**config.mk**
```make
export PLATFORM = sky130hd
export DESIGN_NAME = weighted_mean_3x3_filter
export DESIGN_NICKNAME = d
export VERILOG_FILES = /design/src/sv/wmf_pkg.sv /design/src/sv/wmf_linebuf.sv /design/src/sv/wmf_cell.sv /design/src/sv/wmf_divide.sv /design/src/sv/weighted_mean_3x3_filter.sv
export VERILOG_INCLUDE_DIRS = /design/src /design/src/sv
export SDC_FILE = /design/constraint.sdc
export NUM_CORES = 2
export LEC_CHECK = 0
export BUFFER_PORTS_ARGS = -buffer_cell sky130_fd_sc_hd__buf_2
export CAP_MARGIN = 20
export CORE_ASPECT_RATIO = 1.5
export CORE_MARGIN = 4
export CORE_UTILIZATION = 30
export CTS_CLUSTER_SIZE = 20
export DETAILED_ROUTE_END_ITERATION = 10
export HOLD_SLACK_MARGIN = 0.02
export PLACE_DENSITY = 0.51
export SLEW_MARGIN = 20
export SYNTH_ARGS = -nofsm -noshare
export SYNTH_HDL_FRONTEND = slang
export SYNTH_SLANG_ARGS = --single-unit
```
**constraint.sdc**
```tcl
create_clock -name i_clk -period 11.12 [get_ports i_clk]
set_input_delay 1.112 -clock i_clk [delete_from_list [all_inputs] [get_ports i_clk]]
set_output_delay 1.112 -clock i_clk [all_outputs]
set_load 0.005 [all_outputs]
```
**src/sv/weighted_mean_3x3_filter_macros.svh**
```systemverilog
// Assertion macros for the weighted mean filter RTL.
`ifndef WEIGHTED_MEAN_3X3_FILTER_MACROS_SVH
`define WEIGHTED_MEAN_3X3_FILTER_MACROS_SVH

// Check a condition at every clock edge outside reset.
`define WMF_ASSERT_ALWAYS(label, clk, rst_n, cond, msg) \
    label: assert property (@(posedge clk) disable iff (!rst_n) (cond)) \
        else $error(msg);

// Check that a condition in one cycle forces another in the next cycle.
`define WMF_ASSERT_NEXT(label, clk, rst_n, ante, cons, msg) \
    label: assert property (@(posedge clk) disable iff (!rst_n) (ante) |=> (cons)) \
        else $error(msg);

`endif

```
**src/sv/wmf_pkg.sv**
```systemverilog
package wmf_pkg;

    // Fixed field widths
    localparam int PIXEL_BITS     = 8;
    localparam int OPCODE_BITS    = 1;
    localparam int WIDTH_CFG_BITS = 9;
    localparam int HEIGHT_BITS    = 13;
    localparam int ROW_BITS       = 12;
    localparam int CFG_DATA_BITS  = 13;
    localparam int CFG_INDEX_BITS = 1;

    // Frame geometry limits
    localparam int SIDE_MIN   = 3;
    localparam int HEIGHT_MAX = 4096;

    // Request opcodes
    localparam logic [OPCODE_BITS-1:0] OP_PIXEL = 1'b0;
    localparam logic [OPCODE_BITS-1:0] OP_DRAIN = 1'b1;

    // Configuration register indexes
    localparam logic [CFG_INDEX_BITS-1:0] CFG_FRAME_WIDTH  = 1'b0;
    localparam logic [CFG_INDEX_BITS-1:0] CFG_FRAME_HEIGHT = 1'b1;

    // Window and arithmetic sizes
    localparam int WIN_COLS     = 3;
    localparam int CENTRE_SHIFT = 2;   // four extra copies of the centre
    localparam int SUM_BITS     = 11;  // one weighted column, at most 7 * 255
    localparam int TOTAL_BITS   = 12;  // whole window, at most 13 * 255
    localparam int RECIP_BITS   = 13;
    localparam int RECIP_SHIFT  = 15;
    localparam int QUOT_BITS    = RECIP_SHIFT + PIXEL_BITS;

    // Reciprocals scaled by 2^15; exact floor for sums up to 13 * 255
    localparam logic [RECIP_BITS-1:0] RECIP_CORNER = 13'd4096;  // 1/8
    localparam logic [RECIP_BITS-1:0] RECIP_EDGE   = 13'd3277;  // 1/10
    localparam logic [RECIP_BITS-1:0] RECIP_INNER  = 13'd2521;  // 1/13

    typedef enum logic [1:0] {
        DIV_CORNER = 2'd0,
        DIV_EDGE   = 2'd1,
        DIV_INNER  = 2'd2
    } t_div;

    // One window column: row above, centre row, row below
    typedef struct packed {
        logic [PIXEL_BITS-1:0] top;
        logic [PIXEL_BITS-1:0] mid;
        logic [PIXEL_BITS-1:0] bot;
    } t_column;

    // Control handed to each window cell
    typedef struct packed {
        logic shift;
        logic advance;
        logic row_top;
        logic row_bot;
        logic col_off;
        logic centre;
    } t_cell_ctl;

    typedef struct packed {
        logic [PIXEL_BITS-1:0] pixel;
        logic                  last;
    } t_result;

    function automatic logic [RECIP_BITS-1:0] recip_of(input t_div code);
        logic [RECIP_BITS-1:0] m;
        unique case (code)
            DIV_CORNER: m = RECIP_CORNER;
            DIV_EDGE:   m = RECIP_EDGE;
            DIV_INNER:  m = RECIP_INNER;
            default:    m = RECIP_INNER;
        endcase
        return m;
    endfunction

endpackage

```
**src/sv/wmf_linebuf.sv**
```systemverilog
module wmf_linebuf #(
    parameter int MAX_WIDTH = 256
) (
    input  logic                                  i_clk,
    input  logic                                  i_wr_en,
    input  logic [$clog2(MAX_WIDTH)-1:0]          i_wr_addr,
    input  logic [$clog2(MAX_WIDTH)-1:0]          i_rd_addr,
    input  logic [wmf_pkg::PIXEL_BITS-1:0]        i_pixel,
    output wmf_pkg::t_column                      o_col
);
    import wmf_pkg::*;

    // Two rows per column: older is two rows back, newer one row back
    typedef struct packed {
        logic [PIXEL_BITS-1:0] older;
        logic [PIXEL_BITS-1:0] newer;
    } t_pair;

    t_pair r_mem [MAX_WIDTH];
    t_pair r_rd;
    t_pair n_wr;

    // Push the new pixel in, age the one-row-back pixel
    always_comb begin
        n_wr.older = r_rd.newer;
        n_wr.newer = i_pixel;
    end

    // Write the current column, prefetch the next one
    always_ff @(posedge i_clk) begin
        if (i_wr_en) begin
            r_mem[i_wr_addr] <= n_wr;
        end
        r_rd <= r_mem[i_rd_addr];
    end

    // Entering window column
    always_comb begin
        o_col.top = r_rd.older;
        o_col.mid = r_rd.newer;
        o_col.bot = i_pixel;
    end

endmodule

```
**src/sv/wmf_cell.sv**
```systemverilog
module wmf_cell (
    input  logic                             i_clk,
    input  wmf_pkg::t_cell_ctl               i_ctl,
    input  wmf_pkg::t_column                 i_col,
    output wmf_pkg::t_column                 o_col,
    output logic [wmf_pkg::SUM_BITS-1:0]     o_sum
);
    import wmf_pkg::*;

    t_column               r_pix_col;
    logic [SUM_BITS-1:0]   r_sum;
    logic [SUM_BITS-1:0]   top_v;
    logic [SUM_BITS-1:0]   mid_v;
    logic [SUM_BITS-1:0]   bot_v;
    logic [SUM_BITS-1:0]   extra_v;
    logic [SUM_BITS-1:0]   n_sum;

    // Take the column from the right neighbor
    always_ff @(posedge i_clk) begin
        if (i_ctl.shift) begin
            r_pix_col <= i_col;
        end
    end

    // Drop rows and columns outside the image, weight the centre
    always_comb begin
        top_v   = i_ctl.row_top ? '0 : SUM_BITS'(r_pix_col.top);
        mid_v   = SUM_BITS'(r_pix_col.mid);
        bot_v   = i_ctl.row_bot ? '0 : SUM_BITS'(r_pix_col.bot);
        extra_v = i_ctl.centre ? (SUM_BITS'(r_pix_col.mid) << CENTRE_SHIFT) : '0;
        n_sum   = i_ctl.col_off ? '0 : (top_v + mid_v + bot_v + extra_v);
    end

    // Hold the column sum for the divide stage
    always_ff @(posedge i_clk) begin
        if (i_ctl.advance) begin
            r_sum <= n_sum;
        end
    end

    assign o_col = r_pix_col;
    assign o_sum = r_sum;

endmodule

```
**src/sv/wmf_divide.sv**
```systemverilog
module wmf_divide (
    input  logic                                            i_clk,
    input  logic                                            i_advance,
    input  logic [wmf_pkg::WIN_COLS-1:0][wmf_pkg::SUM_BITS-1:0] i_sum,
    input  wmf_pkg::t_div                                   i_div,
    output logic [wmf_pkg::PIXEL_BITS-1:0]                  o_quot
);
    import wmf_pkg::*;

    logic [TOTAL_BITS-1:0] r_total;
    logic [RECIP_BITS-1:0] r_recip;
    logic [QUOT_BITS-1:0]  r_prod;
    logic [TOTAL_BITS-1:0] n_total;
    logic [QUOT_BITS-1:0]  n_prod;

    // Add the three column sums
    always_comb begin
        n_total = TOTAL_BITS'(i_sum[0]) + TOTAL_BITS'(i_sum[1]) + TOTAL_BITS'(i_sum[2]);
    end

    // Multiply by the scaled reciprocal
    always_comb begin
        n_prod = QUOT_BITS'(r_total) * QUOT_BITS'(r_recip);
    end

    always_ff @(posedge i_clk) begin
        if (i_advance) begin
            r_total <= n_total;
            r_recip <= recip_of(i_div);
            r_prod  <= n_prod;
        end
    end

    assign o_quot = r_prod[RECIP_SHIFT +: PIXEL_BITS];

endmodule

```
**src/sv/weighted_mean_3x3_filter.sv**
```systemverilog
// Channel   Handshake                   Payload
// -------   -------------------------   --------------------------------
// input     i_in_valid / o_in_stall     i_opcode, i_pixel_in
// output    o_out_valid / i_out_stall   o_pixel_out, o_frame_last
// config    i_cfg_we                    i_cfg_index, i_cfg_data
//
// One request per clock is taken while o_in_stall is low.
// A result passes through the window cells, column sums, window total, reciprocal
// multiply and output register in turn.
// Input stalls only while both the output register and its skid entry are full.
// Reset clears counters and handshake state; the line buffer is not cleared.
`include "weighted_mean_3x3_filter_macros.svh"

module weighted_mean_3x3_filter #(
    parameter int MAX_WIDTH = 256
) (
    input  logic                                  i_clk,
    input  logic                                  i_rst_n,
    input  logic                                  i_in_valid,
    output logic                                  o_in_stall,
    input  logic [wmf_pkg::OPCODE_BITS-1:0]       i_opcode,
    input  logic [wmf_pkg::PIXEL_BITS-1:0]        i_pixel_in,
    output logic                                  o_out_valid,
    input  logic                                  i_out_stall,
    output logic [wmf_pkg::PIXEL_BITS-1:0]        o_pixel_out,
    output logic                                  o_frame_last,
    input  logic                                  i_cfg_we,
    input  logic [wmf_pkg::CFG_INDEX_BITS-1:0]    i_cfg_index,
    input  logic [wmf_pkg::CFG_DATA_BITS-1:0]     i_cfg_data
);
    import wmf_pkg::*;

    localparam int AW          = $clog2(MAX_WIDTH);
    localparam int WW          = $clog2(MAX_WIDTH + 1);
    localparam int PW          = $clog2(MAX_WIDTH + 2);
    localparam int RESET_WIDTH = (MAX_WIDTH < 256) ? MAX_WIDTH : 256;
    localparam int RESET_HEIGHT = 256;

    // Registers
    logic [WW-1:0]          r_cfg_w, n_cfg_w;
    logic [HEIGHT_BITS-1:0] r_cfg_h, n_cfg_h;
    logic [WW-1:0]          r_geo_w, n_geo_w;
    logic [HEIGHT_BITS-1:0] r_geo_h, n_geo_h;
    logic [AW-1:0]          r_col, n_col;
    logic [ROW_BITS-1:0]    r_row, n_row;
    logic                   r_frame_done, n_frame_done;
    logic [PW-1:0]          r_pending, n_pending;
    logic [AW-1:0]          r_out_col, n_out_col;
    logic [ROW_BITS-1:0]    r_out_row, n_out_row;

    logic                   r_a_valid, r_b_valid, r_c_valid, r_d_valid;
    logic                   r_a_top, r_a_bot, r_a_left, r_a_right;
    logic                   r_a_last, r_b_last, r_c_last, r_d_last;
    t_div                   r_a_div, r_b_div;

    logic                   r_o_valid, r_s_valid;
    t_result                r_o_data, r_s_data;

    // Combinational control
    logic                   advance;
    logic                   accept;
    logic                   is_pix;
    logic                   is_drain;
    logic                   start;
    logic                   new_frame;
    logic [WW-1:0]          eff_w;
    logic [HEIGHT_BITS-1:0] eff_h;
    logic [AW-1:0]          cur_col;
    logic [ROW_BITS-1:0]    cur_row;
    logic [WW-1:0]          col_inc;
    logic                   col_wrap;
    logic [HEIGHT_BITS-1:0] row_inc;
    logic                   row_wrap;
    logic [PW-1:0]          pend_base;
    logic [PW-1:0]          pend_inc;
    logic                   emit_pix;
    logic                   drain_go;
    logic                   emit;
    logic                   shift;
    logic                   wr_en;
    logic [WW-1:0]          out_col_inc;
    logic [WIDTH_CFG_BITS-1:0] cfg_w_raw;

    logic                   pos_top, pos_bot, pos_left, pos_right, pos_last;
    t_div                   pos_div;

    logic                   push;
    logic                   pop;
    t_result                push_data;

    t_column                col_chain [WIN_COLS+1];
    t_cell_ctl              cell_ctl  [WIN_COLS];
    logic [WIN_COLS-1:0][SUM_BITS-1:0] col_sum;
    logic [PIXEL_BITS-1:0]  quot;

    assign advance    = !r_s_valid;
    assign o_in_stall = r_s_valid;

    // Clamp configuration writes into range
    always_comb begin
        n_cfg_w   = r_cfg_w;
        n_cfg_h   = r_cfg_h;
        cfg_w_raw = i_cfg_data[WIDTH_CFG_BITS-1:0];
        if (i_cfg_we) begin
            unique case (i_cfg_index)
                CFG_FRAME_WIDTH: begin
                    if (int'(cfg_w_raw) < SIDE_MIN) begin
                        n_cfg_w = WW'(SIDE_MIN);
                    end else if (int'(cfg_w_raw) > MAX_WIDTH) begin
                        n_cfg_w = WW'(MAX_WIDTH);
                    end else begin
                        n_cfg_w = WW'(cfg_w_raw);
                    end
                end
                CFG_FRAME_HEIGHT: begin
                    if (int'(i_cfg_data) < SIDE_MIN) begin
                        n_cfg_h = HEIGHT_BITS'(SIDE_MIN);
                    end else if (int'(i_cfg_data) > HEIGHT_MAX) begin
                        n_cfg_h = HEIGHT_BITS'(HEIGHT_MAX);
                    end else begin
                        n_cfg_h = i_cfg_data;
                    end
                end
                default: begin
                    n_cfg_w = r_cfg_w;
                end
            endcase
        end
    end

    // Decode the request and advance the raster counters
    always_comb begin
        accept    = i_in_valid && advance;
        is_pix    = (i_opcode == OP_PIXEL);
        is_drain  = (i_opcode == OP_DRAIN);
        start     = r_frame_done || ((r_col == '0) && (r_row == '0));
        new_frame = is_pix && start;
        eff_w     = new_frame ? r_cfg_w : r_geo_w;
        eff_h     = new_frame ? r_cfg_h : r_geo_h;
        cur_col   = (is_pix && r_frame_done) ? '0 : r_col;
        cur_row   = r_frame_done ? '0 : r_row;
        col_inc   = WW'(cur_col) + WW'(1);
        col_wrap  = (col_inc >= eff_w);
        row_inc   = HEIGHT_BITS'(cur_row) + HEIGHT_BITS'(1);
        row_wrap  = (row_inc >= eff_h);
        pend_base = new_frame ? '0 : r_pending;
        pend_inc  = pend_base + PW'(1);
        emit_pix  = (pend_inc > (PW'(eff_w) + PW'(1)));
        drain_go  = is_drain && r_frame_done && (r_pending != '0);
        emit      = accept && (is_pix ? emit_pix : drain_go);
        shift     = accept && (is_pix || drain_go);
        wr_en     = accept && is_pix;

        n_col        = r_col;
        n_row        = r_row;
        n_frame_done = r_frame_done;
        n_pending    = r_pending;
        n_geo_w      = r_geo_w;
        n_geo_h      = r_geo_h;
        n_out_col    = r_out_col;
        n_out_row    = r_out_row;

        if (shift) begin
            n_col = col_wrap ? '0 : AW'(col_inc);
        end

        if (wr_en) begin
            n_row        = col_wrap ? (row_wrap ? '0 : ROW_BITS'(row_inc)) : cur_row;
            n_frame_done = col_wrap && row_wrap;
            n_pending    = emit_pix ? pend_base : pend_inc;
            if (new_frame) begin
                n_geo_w   = r_cfg_w;
                n_geo_h   = r_cfg_h;
                n_out_col = '0;
                n_out_row = '0;
            end
        end else if (accept && drain_go) begin
            n_pending = r_pending - PW'(1);
        end

        // Step the output position
        out_col_inc = WW'(r_out_col) + WW'(1);
        if (emit) begin
            if (out_col_inc >= r_geo_w) begin
                n_out_col = '0;
                n_out_row = r_out_row + ROW_BITS'(1);
            end else begin
                n_out_col = AW'(out_col_inc);
            end
        end
    end

    // Border flags and divisor for the result being formed
    always_comb begin
        pos_top   = (r_out_row == '0);
        pos_bot   = (HEIGHT_BITS'(r_out_row) == (r_geo_h - HEIGHT_BITS'(1)));
        pos_left  = (r_out_col == '0);
        pos_right = (WW'(r_out_col) == (r_geo_w - WW'(1)));
        pos_last  = pos_bot && pos_right;
        if ((pos_top || pos_bot) && (pos_left || pos_right)) begin
            pos_div = DIV_CORNER;
        end else if (pos_top || pos_bot || pos_left || pos_right) begin
            pos_div = DIV_EDGE;
        end else begin
            pos_div = DIV_INNER;
        end
    end

    // Control registers
    always_ff @(posedge i_clk) begin
        if (!i_rst_n) begin
            r_cfg_w      <= WW'(RESET_WIDTH);
            r_cfg_h      <= HEIGHT_BITS'(RESET_HEIGHT);
            r_geo_w      <= WW'(RESET_WIDTH);
            r_geo_h      <= HEIGHT_BITS'(RESET_HEIGHT);
            r_col        <= '0;
            r_row        <= '0;
            r_frame_done <= 1'b0;
            r_pending    <= '0;
            r_out_col    <= '0;
            r_out_row    <= '0;
            r_a_valid    <= 1'b0;
            r_b_valid    <= 1'b0;
            r_c_valid    <= 1'b0;
            r_d_valid    <= 1'b0;
        end else begin
            r_cfg_w      <= n_cfg_w;
            r_cfg_h      <= n_cfg_h;
            r_geo_w      <= n_geo_w;
            r_geo_h      <= n_geo_h;
            r_col        <= n_col;
            r_row        <= n_row;
            r_frame_done <= n_frame_done;
            r_pending    <= n_pending;
            r_out_col    <= n_out_col;
            r_out_row    <= n_out_row;
            if (advance) begin
                r_a_valid <= emit;
                r_b_valid <= r_a_valid;
                r_c_valid <= r_b_valid;
                r_d_valid <= r_c_valid;
            end
        end
    end

    // Pipeline payload
    always_ff @(posedge i_clk) begin
        if (advance) begin
            r_a_top   <= pos_top;
            r_a_bot   <= pos_bot;
            r_a_left  <= pos_left;
            r_a_right <= pos_right;
            r_a_last  <= pos_last;
            r_a_div   <= pos_div;
            r_b_last  <= r_a_last;
            r_b_div   <= r_a_div;
            r_c_last  <= r_b_last;
            r_d_last  <= r_c_last;
        end
    end

    // Line buffer feeds the entering column
    wmf_linebuf #(
        .MAX_WIDTH (MAX_WIDTH)
    ) u_linebuf (
        .i_clk     (i_clk),
        .i_wr_en   (wr_en),
        .i_wr_addr (cur_col),
        .i_rd_addr (n_col),
        .i_pixel   (i_pixel_in),
        .o_col     (col_chain[0])
    );

    // Cell zero holds the right column, cell two the left
    always_comb begin
        for (int k = 0; k < WIN_COLS; k++) begin
            cell_ctl[k].shift   = shift;
            cell_ctl[k].advance = advance;
            cell_ctl[k].row_top = r_a_top;
            cell_ctl[k].row_bot = r_a_bot;
            cell_ctl[k].col_off = 1'b0;
            cell_ctl[k].centre  = (k == 1);
        end
        cell_ctl[0].col_off          = r_a_right;
        cell_ctl[WIN_COLS-1].col_off = r_a_left;
    end

    for (genvar g = 0; g < WIN_COLS; g++) begin : g_cell
        wmf_cell u_cell (
            .i_clk (i_clk),
            .i_ctl (cell_ctl[g]),
            .i_col (col_chain[g]),
            .o_col (col_chain[g+1]),
            .o_sum (col_sum[g])
        );
    end

    wmf_divide u_divide (
        .i_clk     (i_clk),
        .i_advance (advance),
        .i_sum     (col_sum),
        .i_div     (r_b_div),
        .o_quot    (quot)
    );

    // Output register with one skid entry
    always_comb begin
        push            = advance && r_d_valid;
        pop             = r_o_valid && !i_out_stall;
        push_data.pixel = quot;
        push_data.last  = r_d_last;
    end

    always_ff @(posedge i_clk) begin
        if (!i_rst_n) begin
            r_o_valid <= 1'b0;
            r_s_valid <= 1'b0;
        end else begin
            if (r_s_valid) begin
                if (pop) begin
                    r_s_valid <= 1'b0;
                end
            end else if (r_o_valid && !pop) begin
                r_s_valid <= push;
            end else begin
                r_o_valid <= push;
            end
        end
    end

    always_ff @(posedge i_clk) begin
        if (r_s_valid) begin
            if (pop) begin
                r_o_data <= r_s_data;
            end
        end else if (r_o_valid && !pop) begin
            if (push) begin
                r_s_data <= push_data;
            end
        end else begin
            r_o_data <= push_data;
        end
    end

    assign o_out_valid  = r_o_valid;
    assign o_pixel_out  = r_o_data.pixel;
    assign o_frame_last = r_o_data.last;

    `WMF_ASSERT_ALWAYS(a_skid_behind_output, i_clk, i_rst_n, !r_s_valid || r_o_valid, "skid entry full while output register empty")
    `WMF_ASSERT_ALWAYS(a_pending_bounded, i_clk, i_rst_n, r_pending <= (PW'(r_geo_w) + PW'(1)), "pending count above one row plus one")
    `WMF_ASSERT_NEXT(a_last_empties, i_clk, i_rst_n, emit && pos_last, r_pending == '0, "results pending after last result of frame")

endmodule
```
==> flow_summary.ini <==
[worst_hold_path]
hold_end = r_c_last$_DFFE_PN_
hold_path.class = flip-flop to flip-flop
hp-start = r_b_last$_DFFE_PN_
holdPathStages = 0

[placed_design]
place.gp.congestion = 0.889
io_buffers = 38
dp_hpwl_um = 381000

[route]
drc = 0
wirelength_um = 602000
first_pass_iters = 6
vias = 101000
drt_iter0_markers = 11100
drtAntennaViolNets = 0
via_per_inst = 5.28
wl_per_cell_um = 31.4

[timing]
finalHoldViolCount = 0
min_period_over_period = 0.813
holdWs_ns = 0.420
slew_headroom = 0.182
worstMarginPinSlew_ns = 1.22
period_minus_slack_ns = 9.04
fmax_mhz = 111
setup_violations = 0
rsz0062_at_grt = false
finalSetupTns_ns = 0
fin_skew_ns = 0.0896
slew_violations = 0

[global_routing]
grt_use_total = 0.195
grt_max_degree = 155
grt_pass1_wl_um = 828000
antenna_found_initial = 38
grt_pass1_vias = 100000
grt-ovfl-total = 0

[worst_setup_path]
required_ns = 11.97
critPathLaunch = r_frame_done$_SDFFE_PN0P_
setup.worst_path.class = flip-flop to flip-flop
rrSetupSlack_ns = 2.08
critPathMaxFanout = 25
worstSetupStartpointType = flip-flop
r2r_end = u_linebuf.o_col[15]$_DFF_P_
cp.arrival_ns = 9.89
r2r.worst_path.cells = 21
reg2reg_from = r_frame_done$_SDFFE_PN0P_
cp-end-kind = flip-flop

[logic_synthesis]
synth_edf_count = 4253
syn_inst = 10600
ys_seq_area_frac = 0.736
async_flop_share = 0
syn_nets = 10900
syn_area_per_cell_um2 = 16.6
ys_types = 82
yosysWarnings = 0
yosys_register_bits = 4369
synth_area_um2 = 177000
synth_ff_type = edfxtp_1

[floorplanning]
ios = 39
dieHeight_um = 948
die_w_um = 634
rows = 344
die_area_um2 = 601000
start_util = 0.301
coreArea_um2 = 586000

[finish]
syn_to_final_growth_pct = 14.6
layout-drive-gt1-share = 0.167
num-fill-cells = 55500
final_nets = 11300

[clocking]
hold_buffers = 0
clk_pin_slew_worst_paths_ns = 0.07
post_cts_resized = 0
clock_path_buffers = 4
cts_tree = done
clock-sinks = 4369
htree_levels = 5
root_buffer = clkbuf_16
numCtsBuffers = 399
cts_setup_buffers = 0
worstSkewPairLatency_ns = 0.99

[power]
ir_drop_v = 0.000139
p_leak_nw = 66.7
pwr_density_cell_nw_per_um2 = 183

[job]
maxCapViolCount = 0

[run_status]
status = finished, final reports clean
[worst max-delay path, stage by stage, from the launching register on]
cell and delay (ns):
dfxtp_1 0.78, nand2b_1 0.55, nand2_1 0.31, inv_1 0.12, ha_1 0.39, nand4_1 0.26
xor2_1 0.39, ha_1 0.33, a21oi_1 0.21, o221ai_1 0.20, nor3_1 0.36, and2_1 0.29
nand3_1 0.46, and3_1 0.73, nand2_4 0.54, buf_4 0.67, a21oi_1 0.07, a2111oi_0 0.64
a31oi_1 0.24, nor3_1 0.96, a211o_1 0.21, o211ai_1 0.08
[per-stage QoR]
step / worst slack, ns / util / total power [mW] / cells / area (µm²)
detailed placement: 1.52 / 0.324 / 23.7 / 18400 / 190000
finish: 2.08 / 0.346 / 37.1 / 19200 / 202000
floorplan: 4.65 / - / 22.0 / 10600 / 177000
global route: 1.85 / 0.346 / 38.3 / 19100 / 202000
global placement: 0.664 / 0.323 / 23.7 / 18400 / 189000
CTS: 2.21 / 0.345 / 37.4 / 19100 / 202000
[where the power goes]
| group | total [mW] | internal [mW] | switching, mW |
|---|---|---|---|
| registers | 18.9 | 18.6 | 0.239 |
| clock network | 13.8 | 7.55 | 6.25 |
| logic | 4.46 | 1.53 | 2.93 |
| total | 37.1 | 27.7 | 9.42 |
[sequential cells by signal (all words and copies together) (netlist names), 2 cells and up]
signal               flops
o_pixel_out              8
r_cfg_h                 13
r_geo_h                 13
r_col                    8
r_b_div                  2
r_row                   12
r_a_div                  2
u_linebuf.r_mem       4096
u_linebuf.o_col         16
u_divide.r_prod          8
r_geo_w                  9
r_cfg_w                  9
r_out_row               12
r_out_col                8
g_cell.u_cell.o_col     72
u_divide.r_recip         4
r_pending                9
u_divide.r_total        12
r_s_data                 9
g_cell.u_cell.o_sum     31
[cell usage after synthesis (all sizes together) (77+ instances only)]
master	instances	area (µm²)
o221ai	177	1550
ha	158	1980
nor2b	77	484
dfxtp	116	2320
clkbuf	325	1220
edfxtp	4253	128000
a2111oi	185	1620
mux4	474	10700
fa	116	2320
a21oi	723	3640
buf	304	1810
nor2	403	1510
o22ai	174	1090
inv	241	905
nand2	1296	4860
nand3	97	485
o21ai	124	621
mux2i	572	5730
[worst max-delay path by stage]
stage	end	slack (ns)	cells past startpoint
4_1_cts	u_linebuf.o_col[13]$_DFF_P_	2.21	21
3_5_place_dp	u_linebuf.o_col[12]$_DFF_P_	1.52	24
5_1_grt	u_linebuf.o_col[12]$_DFF_P_	1.85	23
2_1_floorplan	u_linebuf.o_col[23]$_DFF_P_	4.65	24
3_3_place_gp	u_linebuf.o_col[19]$_DFF_P_	0.66	22
6_report	u_linebuf.o_col[15]$_DFF_P_	2.08	21
[cell families after synthesis]
kind of cell / synth area share
adder cells (fa/ha/maj): 0.0243
AND/OR/NAND/NOR: 0.0541
XOR/XNOR: 0.00491
buffers and inverters: 0.0223
AO/OA/AOI/OAI: 0.0642
flip-flops: 0.736
multiplexers: 0.0939
[layout by cell type (no fill, tap or decap), types with 172 or more instances in the layout]
cell	n
a21oi_1	717
buf_4	532
clkbuf_16	402
edfxtp_1	4253
inv_1	238
mux2i_1	572
mux4_2	474
nand2_1	1285
nor2_1	267
o221ai_1	177
o22ai_1	172
[cell type report]
class / count / area (µm²) / area share
clock inverter: 227 / 2180 / 0.0108
antenna: 19 / 47.5 / 0.000235
clock buffer: 495 / 10500 / 0.0518
inverter: 242 / 911 / 0.00450
timing repair buffer: 628 / 5320 / 0.0263
sequential: 4369 / 130000 / 0.642
tap: 7785 / 9740 / 0.0481
multi-input combinational: 5396 / 43700 / 0.216
[routing by layer]
metal	global-route usage	wire [µm]
met3	0.0266	38300
met1	0.231	221000
met5	0	113
met4	0.116	42200
met2	0.335	301000
(Power assumes the default switching activity.)
